[src/rtl/core/hsv_to_rgb_pixel_converter_defines.svh]
// Assertion macros for the HSV to RGB converter RTL, used by its queue.
`ifndef HSV_TO_RGB_PIXEL_CONVERTER_DEFINES_SVH
`define HSV_TO_RGB_PIXEL_CONVERTER_DEFINES_SVH

// Same-cycle implication, checked on clk with arst_n low disabling the check.
`define HSVC_ASSERT_IMPLIES(lbl, ante, cons) \
	lbl: assert property (@(posedge clk) disable iff (!arst_n) (ante) |-> (cons)) \
		else $error("same-cycle implication check failed");

// Next-cycle implication, checked on clk with arst_n low disabling the check.
`define HSVC_ASSERT_NEXT(lbl, ante, cons) \
	lbl: assert property (@(posedge clk) disable iff (!arst_n) (ante) |=> (cons)) \
		else $error("next-cycle implication check failed");

`endif

[src/rtl/core/hsvc_pkg.sv]
// Shared types, constants and helper functions for the HSV to RGB converter.
`timescale 1ns / 1ps
`default_nettype none

package hsvc_pkg;

	localparam int unsigned SECTOR_SPAN = 255;
	localparam int unsigned HUE_CIRCLE  = 6 * SECTOR_SPAN;
	// floor(2^16 / 1530); the quotient estimate is at most one short.
	localparam int unsigned HUE_RECIP   = 65536 / HUE_CIRCLE;

	typedef enum logic [2:0] {
		SEC_RED_RISE_GREEN = 3'd0,
		SEC_GREEN_FALL_RED = 3'd1,
		SEC_GREEN_RISE_BLUE = 3'd2,
		SEC_BLUE_FALL_GREEN = 3'd3,
		SEC_BLUE_RISE_RED = 3'd4,
		SEC_RED_FALL_BLUE = 3'd5
	} sector_t;

	// One classified pixel, handed from the front end to the back end.
	typedef struct packed {
		sector_t     sector;
		logic [7:0]  c;
		logic [7:0]  sat;
		logic [7:0]  val;
	} task_t;

	// Start of a sector on the reduced hue scale.
	function automatic logic [10:0] sector_base(input sector_t sec);
		logic [10:0] base;
		unique case (sec)
			SEC_RED_RISE_GREEN:  base = 11'd0;
			SEC_GREEN_FALL_RED:  base = 11'd255;
			SEC_GREEN_RISE_BLUE: base = 11'd510;
			SEC_BLUE_FALL_GREEN: base = 11'd765;
			SEC_BLUE_RISE_RED:   base = 11'd1020;
			SEC_RED_FALL_BLUE:   base = 11'd1275;
			default:             base = 11'd0;
		endcase
		return base;
	endfunction

	// Truncating division by 255, exact for every operand up to 65279.
	function automatic logic [7:0] div255(input logic [15:0] x);
		logic [16:0] t;
		t = {1'b0, x} + {9'd0, x[15:8]} + 17'd1;
		return t[15:8];
	endfunction

endpackage

`default_nettype wire

[src/rtl/core/hsvc_front.sv]
// Front end: takes pixels, reduces the hue and classifies it into sector and position.
`timescale 1ns / 1ps
`default_nettype none

module hsvc_front (
	input  wire logic            clk,
	input  wire logic            arst_n,
	input  wire logic            push,
	output logic                 full,
	input  wire logic [15:0]     hue_in,
	input  wire logic [7:0]      sat_in,
	input  wire logic [7:0]      val_in,
	output logic                 task_valid,
	input  wire logic            task_ready,
	output hsvc_pkg::task_t      task_word
);

	logic            v_s1, v_s2, v_s3;
	logic            en_s1, en_s2, en_s3;

	logic [15:0]     hue_s1;
	logic [5:0]      quo_s1;
	logic [7:0]      sat_s1, sat_s2, sat_s3;
	logic [7:0]      val_s1, val_s2, val_s3;
	logic [10:0]     hred_s2;
	hsvc_pkg::sector_t sector_s3;
	logic [7:0]      c_s3;

	logic [21:0]     quo_prod;
	logic [15:0]     quo_mul;
	logic [15:0]     rem_raw;
	logic [15:0]     rem_fix;
	hsvc_pkg::sector_t sector_d;
	logic [10:0]     pos_wide;
	logic [7:0]      pos_d;

	assign en_s3 = !v_s3 || task_ready;
	assign en_s2 = !v_s2 || en_s3;
	assign en_s1 = !v_s1 || en_s2;
	assign full  = !en_s1;

	assign quo_prod = hue_in * 22'(hsvc_pkg::HUE_RECIP);
	assign quo_mul  = {10'd0, quo_s1} * 16'(hsvc_pkg::HUE_CIRCLE);
	assign rem_raw  = hue_s1 - quo_mul;
	assign rem_fix  = (rem_raw >= 16'(hsvc_pkg::HUE_CIRCLE)) ?
		rem_raw - 16'(hsvc_pkg::HUE_CIRCLE) : rem_raw;

	always_comb begin
		if (hred_s2 >= 11'd1275) begin
			sector_d = hsvc_pkg::SEC_RED_FALL_BLUE;
		end else if (hred_s2 >= 11'd1020) begin
			sector_d = hsvc_pkg::SEC_BLUE_RISE_RED;
		end else if (hred_s2 >= 11'd765) begin
			sector_d = hsvc_pkg::SEC_BLUE_FALL_GREEN;
		end else if (hred_s2 >= 11'd510) begin
			sector_d = hsvc_pkg::SEC_GREEN_RISE_BLUE;
		end else if (hred_s2 >= 11'd255) begin
			sector_d = hsvc_pkg::SEC_GREEN_FALL_RED;
		end else begin
			sector_d = hsvc_pkg::SEC_RED_RISE_GREEN;
		end
	end

	assign pos_wide = hred_s2 - hsvc_pkg::sector_base(sector_d);
	// In odd sectors the rising channel runs the other way.
	assign pos_d    = sector_d[0] ? 8'd255 - pos_wide[7:0] : pos_wide[7:0];

	always_ff @(posedge clk or negedge arst_n) begin
		if (!arst_n) begin
			v_s1 <= 1'b0;
			v_s2 <= 1'b0;
			v_s3 <= 1'b0;
		end else begin
			if (en_s1) v_s1 <= push;
			if (en_s2) v_s2 <= v_s1;
			if (en_s3) v_s3 <= v_s2;
		end
	end

	always_ff @(posedge clk) begin
		if (en_s1) begin
			hue_s1 <= hue_in;
			quo_s1 <= quo_prod[21:16];
			sat_s1 <= sat_in;
			val_s1 <= val_in;
		end
		if (en_s2) begin
			hred_s2 <= rem_fix[10:0];
			sat_s2  <= sat_s1;
			val_s2  <= val_s1;
		end
		if (en_s3) begin
			sector_s3 <= sector_d;
			c_s3      <= pos_d;
			sat_s3    <= sat_s2;
			val_s3    <= val_s2;
		end
	end

	assign task_valid       = v_s3;
	assign task_word.sector = sector_s3;
	assign task_word.c      = c_s3;
	assign task_word.sat    = sat_s3;
	assign task_word.val    = val_s3;

endmodule

`default_nettype wire

[src/rtl/core/hsvc_queue.sv]
// Short register queue that decouples the front end from the back end.
`timescale 1ns / 1ps
`default_nettype none

`include "hsv_to_rgb_pixel_converter_defines.svh"

module hsvc_queue #(
	parameter int unsigned DEPTH = 4
) (
	input  wire logic             clk,
	input  wire logic             arst_n,
	input  wire logic             push,
	input  wire hsvc_pkg::task_t  wdata,
	output logic                  full,
	input  wire logic             pop,
	output hsvc_pkg::task_t       rdata,
	output logic                  empty
);

	localparam int unsigned PTR_W = (DEPTH > 1) ? $clog2(DEPTH) : 1;
	localparam int unsigned CNT_W = $clog2(DEPTH + 1);

	hsvc_pkg::task_t  mem_q [DEPTH];
	logic [PTR_W-1:0] wr_ptr_q, rd_ptr_q;
	logic [CNT_W-1:0] count_q;
	logic             do_push, do_pop;

	assign full    = (count_q == CNT_W'(DEPTH));
	assign empty   = (count_q == '0);
	assign do_push = push && !full;
	assign do_pop  = pop && !empty;
	assign rdata   = mem_q[rd_ptr_q];

	always_ff @(posedge clk or negedge arst_n) begin
		if (!arst_n) begin
			wr_ptr_q <= '0;
			rd_ptr_q <= '0;
			count_q  <= '0;
		end else begin
			if (do_push) begin
				wr_ptr_q <= (wr_ptr_q == PTR_W'(DEPTH - 1)) ? '0 : wr_ptr_q + 1'b1;
			end
			if (do_pop) begin
				rd_ptr_q <= (rd_ptr_q == PTR_W'(DEPTH - 1)) ? '0 : rd_ptr_q + 1'b1;
			end
			if (do_push && !do_pop) begin
				count_q <= count_q + 1'b1;
			end else if (do_pop && !do_push) begin
				count_q <= count_q - 1'b1;
			end
		end
	end

	always_ff @(posedge clk) begin
		if (do_push) mem_q[wr_ptr_q] <= wdata;
	end

	`HSVC_ASSERT_IMPLIES(a_count_bound, 1'b1, count_q <= CNT_W'(DEPTH))
	`HSVC_ASSERT_IMPLIES(a_empty_ptrs, count_q == '0, wr_ptr_q == rd_ptr_q)
	`HSVC_ASSERT_NEXT(a_push_grows, do_push && !do_pop, count_q == $past(count_q) + 1'b1)

endmodule

`default_nettype wire

[src/rtl/core/hsvc_back.sv]
// Back end: forms the three channels of a classified pixel and holds the result word.
`timescale 1ns / 1ps
`default_nettype none

module hsvc_back (
	input  wire logic             clk,
	input  wire logic             arst_n,
	input  wire logic             task_valid,
	output logic                  task_ready,
	input  wire hsvc_pkg::task_t  task_word,
	output logic                  empty,
	input  wire logic             pop,
	output logic [7:0]            red,
	output logic [7:0]            green,
	output logic [7:0]            blue
);

	logic              v_s1, v_s2, v_s3, v_s4;
	logic              en_s1, en_s2, en_s3, en_s4;

	hsvc_pkg::sector_t sector_s1, sector_s2, sector_s3;
	logic [7:0]        c_s1, val_s1, val_s2, val_s3;
	logic [15:0]       mprod_s1, lprod_s1;
	logic [7:0]        lvl_s2, low_s2, low_s3;
	logic [15:0]       midprod_s3;
	logic [7:0]        red_s4, green_s4, blue_s4;

	logic [7:0]        inv_sat;
	logic [7:0]        mid_d;
	logic [7:0]        red_d, green_d, blue_d;

	assign en_s4      = !v_s4 || pop;
	assign en_s3      = !v_s3 || en_s4;
	assign en_s2      = !v_s2 || en_s3;
	assign en_s1      = !v_s1 || en_s2;
	assign task_ready = en_s1;

	assign inv_sat = 8'd255 - task_word.sat;
	assign mid_d   = hsvc_pkg::div255(midprod_s3);

	always_comb begin
		unique case (sector_s3)
			hsvc_pkg::SEC_RED_RISE_GREEN: begin
				red_d = val_s3; green_d = mid_d; blue_d = low_s3;
			end
			hsvc_pkg::SEC_GREEN_FALL_RED: begin
				red_d = mid_d; green_d = val_s3; blue_d = low_s3;
			end
			hsvc_pkg::SEC_GREEN_RISE_BLUE: begin
				red_d = low_s3; green_d = val_s3; blue_d = mid_d;
			end
			hsvc_pkg::SEC_BLUE_FALL_GREEN: begin
				red_d = low_s3; green_d = mid_d; blue_d = val_s3;
			end
			hsvc_pkg::SEC_BLUE_RISE_RED: begin
				red_d = mid_d; green_d = low_s3; blue_d = val_s3;
			end
			default: begin
				red_d = val_s3; green_d = low_s3; blue_d = mid_d;
			end
		endcase
	end

	always_ff @(posedge clk or negedge arst_n) begin
		if (!arst_n) begin
			v_s1 <= 1'b0;
			v_s2 <= 1'b0;
			v_s3 <= 1'b0;
			v_s4 <= 1'b0;
		end else begin
			if (en_s1) v_s1 <= task_valid;
			if (en_s2) v_s2 <= v_s1;
			if (en_s3) v_s3 <= v_s2;
			if (en_s4) v_s4 <= v_s3;
		end
	end

	always_ff @(posedge clk) begin
		if (en_s1) begin
			sector_s1 <= task_word.sector;
			c_s1      <= task_word.c;
			val_s1    <= task_word.val;
			mprod_s1  <= {8'd0, inv_sat} * {8'd0, 8'd255 - task_word.c};
			lprod_s1  <= {8'd0, inv_sat} * {8'd0, task_word.val};
		end
		if (en_s2) begin
			sector_s2 <= sector_s1;
			val_s2    <= val_s1;
			// The sum stays within 255 for every c and saturation.
			lvl_s2    <= c_s1 + hsvc_pkg::div255(mprod_s1);
			low_s2    <= hsvc_pkg::div255(lprod_s1);
		end
		if (en_s3) begin
			sector_s3  <= sector_s2;
			val_s3     <= val_s2;
			low_s3     <= low_s2;
			midprod_s3 <= {8'd0, lvl_s2} * {8'd0, val_s2};
		end
		if (en_s4) begin
			red_s4   <= red_d;
			green_s4 <= green_d;
			blue_s4  <= blue_d;
		end
	end

	assign empty = !v_s4;
	assign red   = red_s4;
	assign green = green_s4;
	assign blue  = blue_s4;

endmodule

`default_nettype wire

[src/rtl/core/hsv_to_rgb_pixel_converter.sv]
// Top level of the HSV to RGB pixel converter.
//
// Input channel: a pixel word (hue_in, sat_in, val_in) is taken at a rising
// edge of clk where push is high and full is low. Result channel: while empty
// is low the oldest result word sits on red_out, green_out, blue_out and
// packed_rgb, and it is taken at an edge where pop is high.
// A word accepted at one edge passes through three front stages that reduce the
// hue modulo 1530 and find sector and position, then through the queue, and
// then through four back stages that do the two multiply and divide-by-255
// passes and the channel selection. One word is accepted and one delivered
// every cycle while the result side does not stall; every stage takes a new
// word whenever the stage after it moves, so nothing in the path is iterative.
// When pop stays low the back pipeline fills, the queue of QUEUE_DEPTH words
// fills behind it, and full rises once the front stages are occupied as well;
// no word is lost or repeated.
// Reset (arst_n low, asynchronous) empties every stage and the queue, so
// empty is high and full is low right after reset; the block keeps no state
// between pixels.
`timescale 1ns / 1ps
`default_nettype none

module hsv_to_rgb_pixel_converter #(
	parameter int unsigned QUEUE_DEPTH = 4
) (
	input  wire logic        clk,
	input  wire logic        arst_n,
	input  wire logic        push,
	output logic             full,
	input  wire logic [15:0] hue_in,
	input  wire logic [7:0]  sat_in,
	input  wire logic [7:0]  val_in,
	output logic             empty,
	input  wire logic        pop,
	output logic [7:0]       red_out,
	output logic [7:0]       green_out,
	output logic [7:0]       blue_out,
	output logic [23:0]      packed_rgb
);

	// Front end to queue.
	logic            fe_valid;
	logic            fe_ready;
	hsvc_pkg::task_t fe_word;

	// Queue to back end.
	logic            q_full;
	logic            q_empty;
	logic            be_ready;
	hsvc_pkg::task_t q_word;

	hsvc_front u_front (
		.clk        (clk),
		.arst_n     (arst_n),
		.push       (push),
		.full       (full),
		.hue_in     (hue_in),
		.sat_in     (sat_in),
		.val_in     (val_in),
		.task_valid (fe_valid),
		.task_ready (fe_ready),
		.task_word  (fe_word)
	);

	assign fe_ready = !q_full;

	hsvc_queue #(
		.DEPTH (QUEUE_DEPTH)
	) u_queue (
		.clk    (clk),
		.arst_n (arst_n),
		.push   (fe_valid),
		.wdata  (fe_word),
		.full   (q_full),
		.pop    (be_ready),
		.rdata  (q_word),
		.empty  (q_empty)
	);

	hsvc_back u_back (
		.clk        (clk),
		.arst_n     (arst_n),
		.task_valid (!q_empty),
		.task_ready (be_ready),
		.task_word  (q_word),
		.empty      (empty),
		.pop        (pop),
		.red        (red_out),
		.green      (green_out),
		.blue       (blue_out)
	);

	// Packed word: red in the top byte, blue in the bottom byte.
	assign packed_rgb = {red_out, green_out, blue_out};

endmodule

`default_nettype wire
[config.mk]
export PLATFORM = sky130hd
export DESIGN_NAME = hsv_to_rgb_pixel_converter
export DESIGN_NICKNAME = d
export VERILOG_FILES = /design/src/rtl/core/hsvc_pkg.sv /design/src/rtl/core/hsvc_front.sv /design/src/rtl/core/hsvc_queue.sv /design/src/rtl/core/hsvc_back.sv /design/src/rtl/core/hsv_to_rgb_pixel_converter.sv
export VERILOG_INCLUDE_DIRS = /design/src /design/src/rtl/core
export SDC_FILE = /design/constraint.sdc
export NUM_CORES = 1
export LEC_CHECK = 0
export BUFFER_PORTS_ARGS = -buffer_cell sky130_fd_sc_hd__buf_2
export CORE_MARGIN = 10
export CORE_UTILIZATION = 40
export CTS_CLUSTER_SIZE = 24
export DETAILED_ROUTE_END_ITERATION = 16
export PLACE_DENSITY_LB_ADDON = 0.1
export SLEW_MARGIN = 0
export SYNTH_ARGS = -nofsm -noshare
export SYNTH_HDL_FRONTEND = slang
export SYNTH_HIERARCHICAL = 1
export SYNTH_SLANG_ARGS = --single-unit
[constraint.sdc]
create_clock -name clk -period 5.5 [get_ports clk]
set_clock_uncertainty 0.1 [all_clocks]
set_input_delay 0.825 -clock clk [delete_from_list [all_inputs] [get_ports clk]]
set_output_delay 0.825 -clock clk [all_outputs]
set_load 0.03 [all_outputs]
==> flow_results.xml <==
<?xml version="1.0" encoding="UTF-8"?>
<metrics>
  <group name="grt">
    <metric name="grt_usage" unit="">0.137</metric>
    <metric name="grt_overflow" unit="">0</metric>
    <metric name="first_pass_grt_wire_length" unit="µm">76800</metric>
    <metric name="vias_in_the_first_global_route" unit="">14899</metric>
    <metric name="maximum_number_of_pins_on_one_net_before_global_route_repair" unit="">53</metric>
    <metric name="antenna_violations_before_repair" unit="">0</metric>
  </group>
  <group name="placed_design">
    <metric name="placed_area" unit="mm²">0.0252</metric>
    <metric name="hpwl" unit="µm">35100</metric>
    <metric name="routabilityCongestion" unit="">0.805</metric>
    <metric name="post-place-cells" unit="">2791</metric>
    <metric name="io_buffers" unit="">85</metric>
  </group>
  <group name="synth">
    <metric name="synth.cell_area" unit="mm²">0.0234</metric>
    <metric name="ys.warnings.count" unit="">6</metric>
    <metric name="mapped_nets" unit="">2324</metric>
    <metric name="yosys.cell_types.count" unit="">84</metric>
    <metric name="synth-edff-count" unit="">337</metric>
    <metric name="synth_seq_area_share" unit="">0.447</metric>
    <metric name="synth-seq-cells" unit="">351</metric>
    <metric name="synth_cells" unit="">1910</metric>
    <metric name="synthesis.area_per_instance" unit="µm²">12.3</metric>
    <metric name="async_flop_share" unit="">0.0399</metric>
    <metric name="yosys_most_used_dff" unit="">sky130_fd_sc_hd__edfxtp_1</metric>
  </group>
  <group name="routing">
    <metric name="drt-total-wl" unit="µm">48300</metric>
    <metric name="drt-initial-drc-count" unit="">664</metric>
    <metric name="route.detailed.vias_per_inst" unit="">4.98</metric>
    <metric name="final_antenna_net_count" unit="">0</metric>
    <metric name="avgRoutedWirePerCell" unit="µm">16.5</metric>
    <metric name="route.detailed.drc" unit="">0</metric>
    <metric name="via_count" unit="">14584</metric>
    <metric name="number_of_search_and_repair_iterations_in_the_first_detailed_routing_pass" unit="">5</metric>
  </group>
  <group name="hold_path">
    <metric name="holdCritPathClass" unit="">input pin to asynchronous set/reset pin</metric>
  </group>
  <group name="worst_setup_path">
    <metric name="cp-startpoint" unit="">u_front/quo_s1[1]</metric>
    <metric name="critical_path_class" unit="">register to register</metric>
    <metric name="worstPathMaxFanout" unit="">4</metric>
    <metric name="worst_setup_path_end_kind" unit="">register</metric>
    <metric name="critical_path.reg2reg.startpoint" unit="">u_front/quo_s1[1]</metric>
    <metric name="worst-endpoint-arrival" unit="ns">5.95</metric>
    <metric name="timing.critical_path.required" unit="ns">5.72</metric>
    <metric name="cp-start-kind" unit="">register</metric>
  </group>
  <group name="layout">
    <metric name="drive_gt1_frac" unit="">0.210</metric>
    <metric name="layout.cells.most_common_list" unit="">337 x sky130_fd_sc_hd__edfxtp_1, 263 x sky130_fd_sc_hd__inv_1, 230 x sky130_fd_sc_hd__ha_1, 134 x sky130_fd_sc_hd__fa_1, 129 x sky130_fd_sc_hd__buf_4</metric>
    <metric name="filler_cell_count" unit="">5231</metric>
    <metric name="nNetsFinal" unit="">2546</metric>
    <metric name="syn2layout_area_growth" unit="%">17.7</metric>
    <metric name="sequential_cell_area" unit="mm²">0.0105</metric>
    <metric name="antenna_cells_inserted" unit="">0</metric>
    <metric name="multiInputGateArea" unit="mm²">0.0121</metric>
    <metric name="layout.cells.most_common" unit="">sky130_fd_sc_hd__edfxtp_1</metric>
    <metric name="final_cell_area" unit="mm²">0.0276</metric>
    <metric name="final_cells" unit="">2930</metric>
  </group>
  <group name="cts">
    <metric name="clk_path_buf_depth" unit="">3</metric>
    <metric name="cts_tree" unit="">yes</metric>
    <metric name="hold_bufs_inserted_after_cts" unit="">0</metric>
    <metric name="clock-root-buffer" unit="">sky130_fd_sc_hd__clkbuf_16</metric>
    <metric name="cts.reportedPaths.clkPinSlew" unit="ns">0.06</metric>
    <metric name="cts_htree_levels" unit="">2</metric>
    <metric name="total_cts_buffers" unit="">43</metric>
    <metric name="clock_insertion_delay_worst_skew" unit="ns">0.58</metric>
    <metric name="clkSinkCount" unit="">351</metric>
  </group>
  <group name="floorplan">
    <metric name="floorplan.io_pins" unit="">86</metric>
    <metric name="die_h" unit="µm">262</metric>
    <metric name="core_area" unit="mm²">0.0578</metric>
    <metric name="core.rowCount" unit="">88</metric>
    <metric name="floorplan.initialDensity" unit="">0.405</metric>
    <metric name="die_width" unit="µm">262</metric>
    <metric name="die_area" unit="mm²">0.0687</metric>
  </group>
  <group name="outcome">
    <metric name="violated_checks" unit="">setup timing</metric>
    <metric name="result_of_the_run" unit="">finished, violations left</metric>
  </group>
  <group name="timing">
    <metric name="timing_max_transition_violations_final" unit="">0</metric>
    <metric name="max_freq" unit="MHz">175</metric>
    <metric name="postLayoutSetupSlackWorst" unit="ns">-0.226</metric>
    <metric name="period_needed" unit="ns">5.73</metric>
    <metric name="tightest_slew" unit="ns">1.11</metric>
    <metric name="max-slew-margin-rel" unit="">0.258</metric>
    <metric name="setup_viol" unit="">10</metric>
    <metric name="period_share" unit="">1.04</metric>
    <metric name="rsz0062_at_grt" unit="">yes</metric>
    <metric name="hold_violations" unit="">0</metric>
  </group>
  <group name="job">
    <metric name="max_cap_viol_count" unit="">0</metric>
  </group>
</metrics>
[state kept, by name, indices dropped and copies added, names as in the netlist, 11 cells and up]
register	count
u_queue/mem_q	108
u_back/lprod_s1	16
u_back/midprod_s3	16
u_back/mprod_s1	16
u_front/hue_s1	16
u_front/hred_s2	11
[worst max-delay path: stages (launching register included)]
cell	delay, ns
sky130_fd_sc_hd__edfxtp_1	0.42
sky130_fd_sc_hd__fa_2	0.55
sky130_fd_sc_hd__fa_1	0.54
sky130_fd_sc_hd__inv_2	0.04
sky130_fd_sc_hd__fa_1	0.53
sky130_fd_sc_hd__inv_2	0.05
sky130_fd_sc_hd__ha_4	0.23
sky130_fd_sc_hd__buf_6	0.12
sky130_fd_sc_hd__a21oi_4	0.11
sky130_fd_sc_hd__o21bai_1	0.08
sky130_fd_sc_hd__a21oi_2	0.15
sky130_fd_sc_hd__o21bai_1	0.09
sky130_fd_sc_hd__a21oi_2	0.17
sky130_fd_sc_hd__xnor2_1	0.14
sky130_fd_sc_hd__ha_1	0.27
sky130_fd_sc_hd__a21o_1	0.20
sky130_fd_sc_hd__a21o_1	0.17
sky130_fd_sc_hd__or4_4	0.44
sky130_fd_sc_hd__o311ai_4	0.09
sky130_fd_sc_hd__a211oi_2	0.09
sky130_fd_sc_hd__xnor2_2	0.16
sky130_fd_sc_hd__a2111oi_4	0.26
sky130_fd_sc_hd__buf_4	0.18
sky130_fd_sc_hd__buf_6	0.13
sky130_fd_sc_hd__nor3b_2	0.05
sky130_fd_sc_hd__xnor2_1	0.11
[per-layer routing]
metal | track usage | wire (µm) | up-vias
met5 | 0 | 0 | -
met4 | 0.0399 | 1140 | 0
met2 | 0.241 | 24000 | 235
met1 | 0.174 | 21300 | 7191
li1 | - | - | 7074
met3 | 0.0192 | 1790 | 84
[through the flow]
| stage | setup WS [ns] | utilization | setup TNS, ns | hold WS (ns) |
|---|---|---|---|---|
| final | -0.226 | 0.477 | -1.79 | 0.0480 |
| after global routing | -0.506 | 0.477 | -4.82 | 0.0567 |
| after CTS | -0.226 | 0.463 | -1.76 | 0.0304 |
| after detailed placement | -0.447 | 0.437 | -3.93 | 0.305 |
| after global placement | -0.358 | 0.437 | -3.06 | 0.300 |
| after floorplan | -0.317 | - | -2.12 | 0.300 |
[repair_timing]
action	4_1_cts	5_1_grt
gates cloned	1	3
setup buffers	2	56
resized for setup	15	82
pin swaps	8	38
endpoints found under the setup margin	10	19
[synth_stat cells (all sizes together) (5+ instances only)]
cell type | n | share of area
or2 | 26 | 0.0069
edfxtp | 337 | 0.43
nand3 | 21 | 0.0045
a32oi | 5 | 0.0019
nand2 | 67 | 0.011
nor2 | 131 | 0.021
xnor2 | 82 | 0.031
inv | 271 | 0.043
o221ai | 9 | 0.0034
and3 | 10 | 0.0027
a21boi | 6 | 0.0021
fa | 138 | 0.12
nand2b | 24 | 0.0064
o21ai | 49 | 0.011
ha | 240 | 0.13
clkbuf | 16 | 0.0026
mux2i | 11 | 0.0047
a31oi | 7 | 0.0019
xor2 | 28 | 0.010
o211ai | 8 | 0.0028
o21a | 13 | 0.0042
mux2 | 6 | 0.0032
nor3 | 20 | 0.0047
mux4 | 27 | 0.026
nor3b | 8 | 0.0030
or3 | 9 | 0.0024
a211oi | 16 | 0.0060
a21o | 23 | 0.0074
o21bai | 9 | 0.0029
dfrtp | 14 | 0.015
a21oi | 64 | 0.014
buf | 41 | 0.012
and2 | 59 | 0.016
o31ai | 8 | 0.0030
nor2b | 61 | 0.017
[final cells by class]
type	instances	share of cell area
Clock buffer	50	0.0400
Clock inverter	28	0.0123
Inverter	272	0.0370
Multi-Input combinational cell	1233	0.437
Sequential cell	351	0.380
Tap cell	765	0.0347
Timing Repair Buffer	231	0.0592
[cell families (layout without fill, tap and decap cells)]
group / after synthesis / count (layout) / synth area share
xor+xnor: 110 / 110 / 0.0414
fa+ha+maj: 378 / 378 / 0.246
mux: 44 / 47 / 0.0338
simple gates: 445 / 445 / 0.0978
flops: 351 / 351 / 0.447
compound gates: 253 / 253 / 0.0762
buf+inv: 329 / 581 / 0.0581
[path summary, 6_finish.rpt]
path / endpoint / slack (ns) / cells past startpoint
setup / recovery: u_front/hred_s2[6] / -0.23 / 25
setup reg to reg: u_front/hred_s2[6] / -0.23 / 25
hold reg to reg: u_back/low_s3[0] / 0.31 / 0
hold / removal: u_front/v_s1 / 0.05 / 1
min in group clk: u_back/low_s3[0] / 0.31 / 0
max in group asynchronous: u_queue/rd_ptr_q[0] / 4.96 / 1
Power is left out: the tool's default activity adds up to more than one toggle a clock period on the data nets, which glitch-free logic cannot reach.
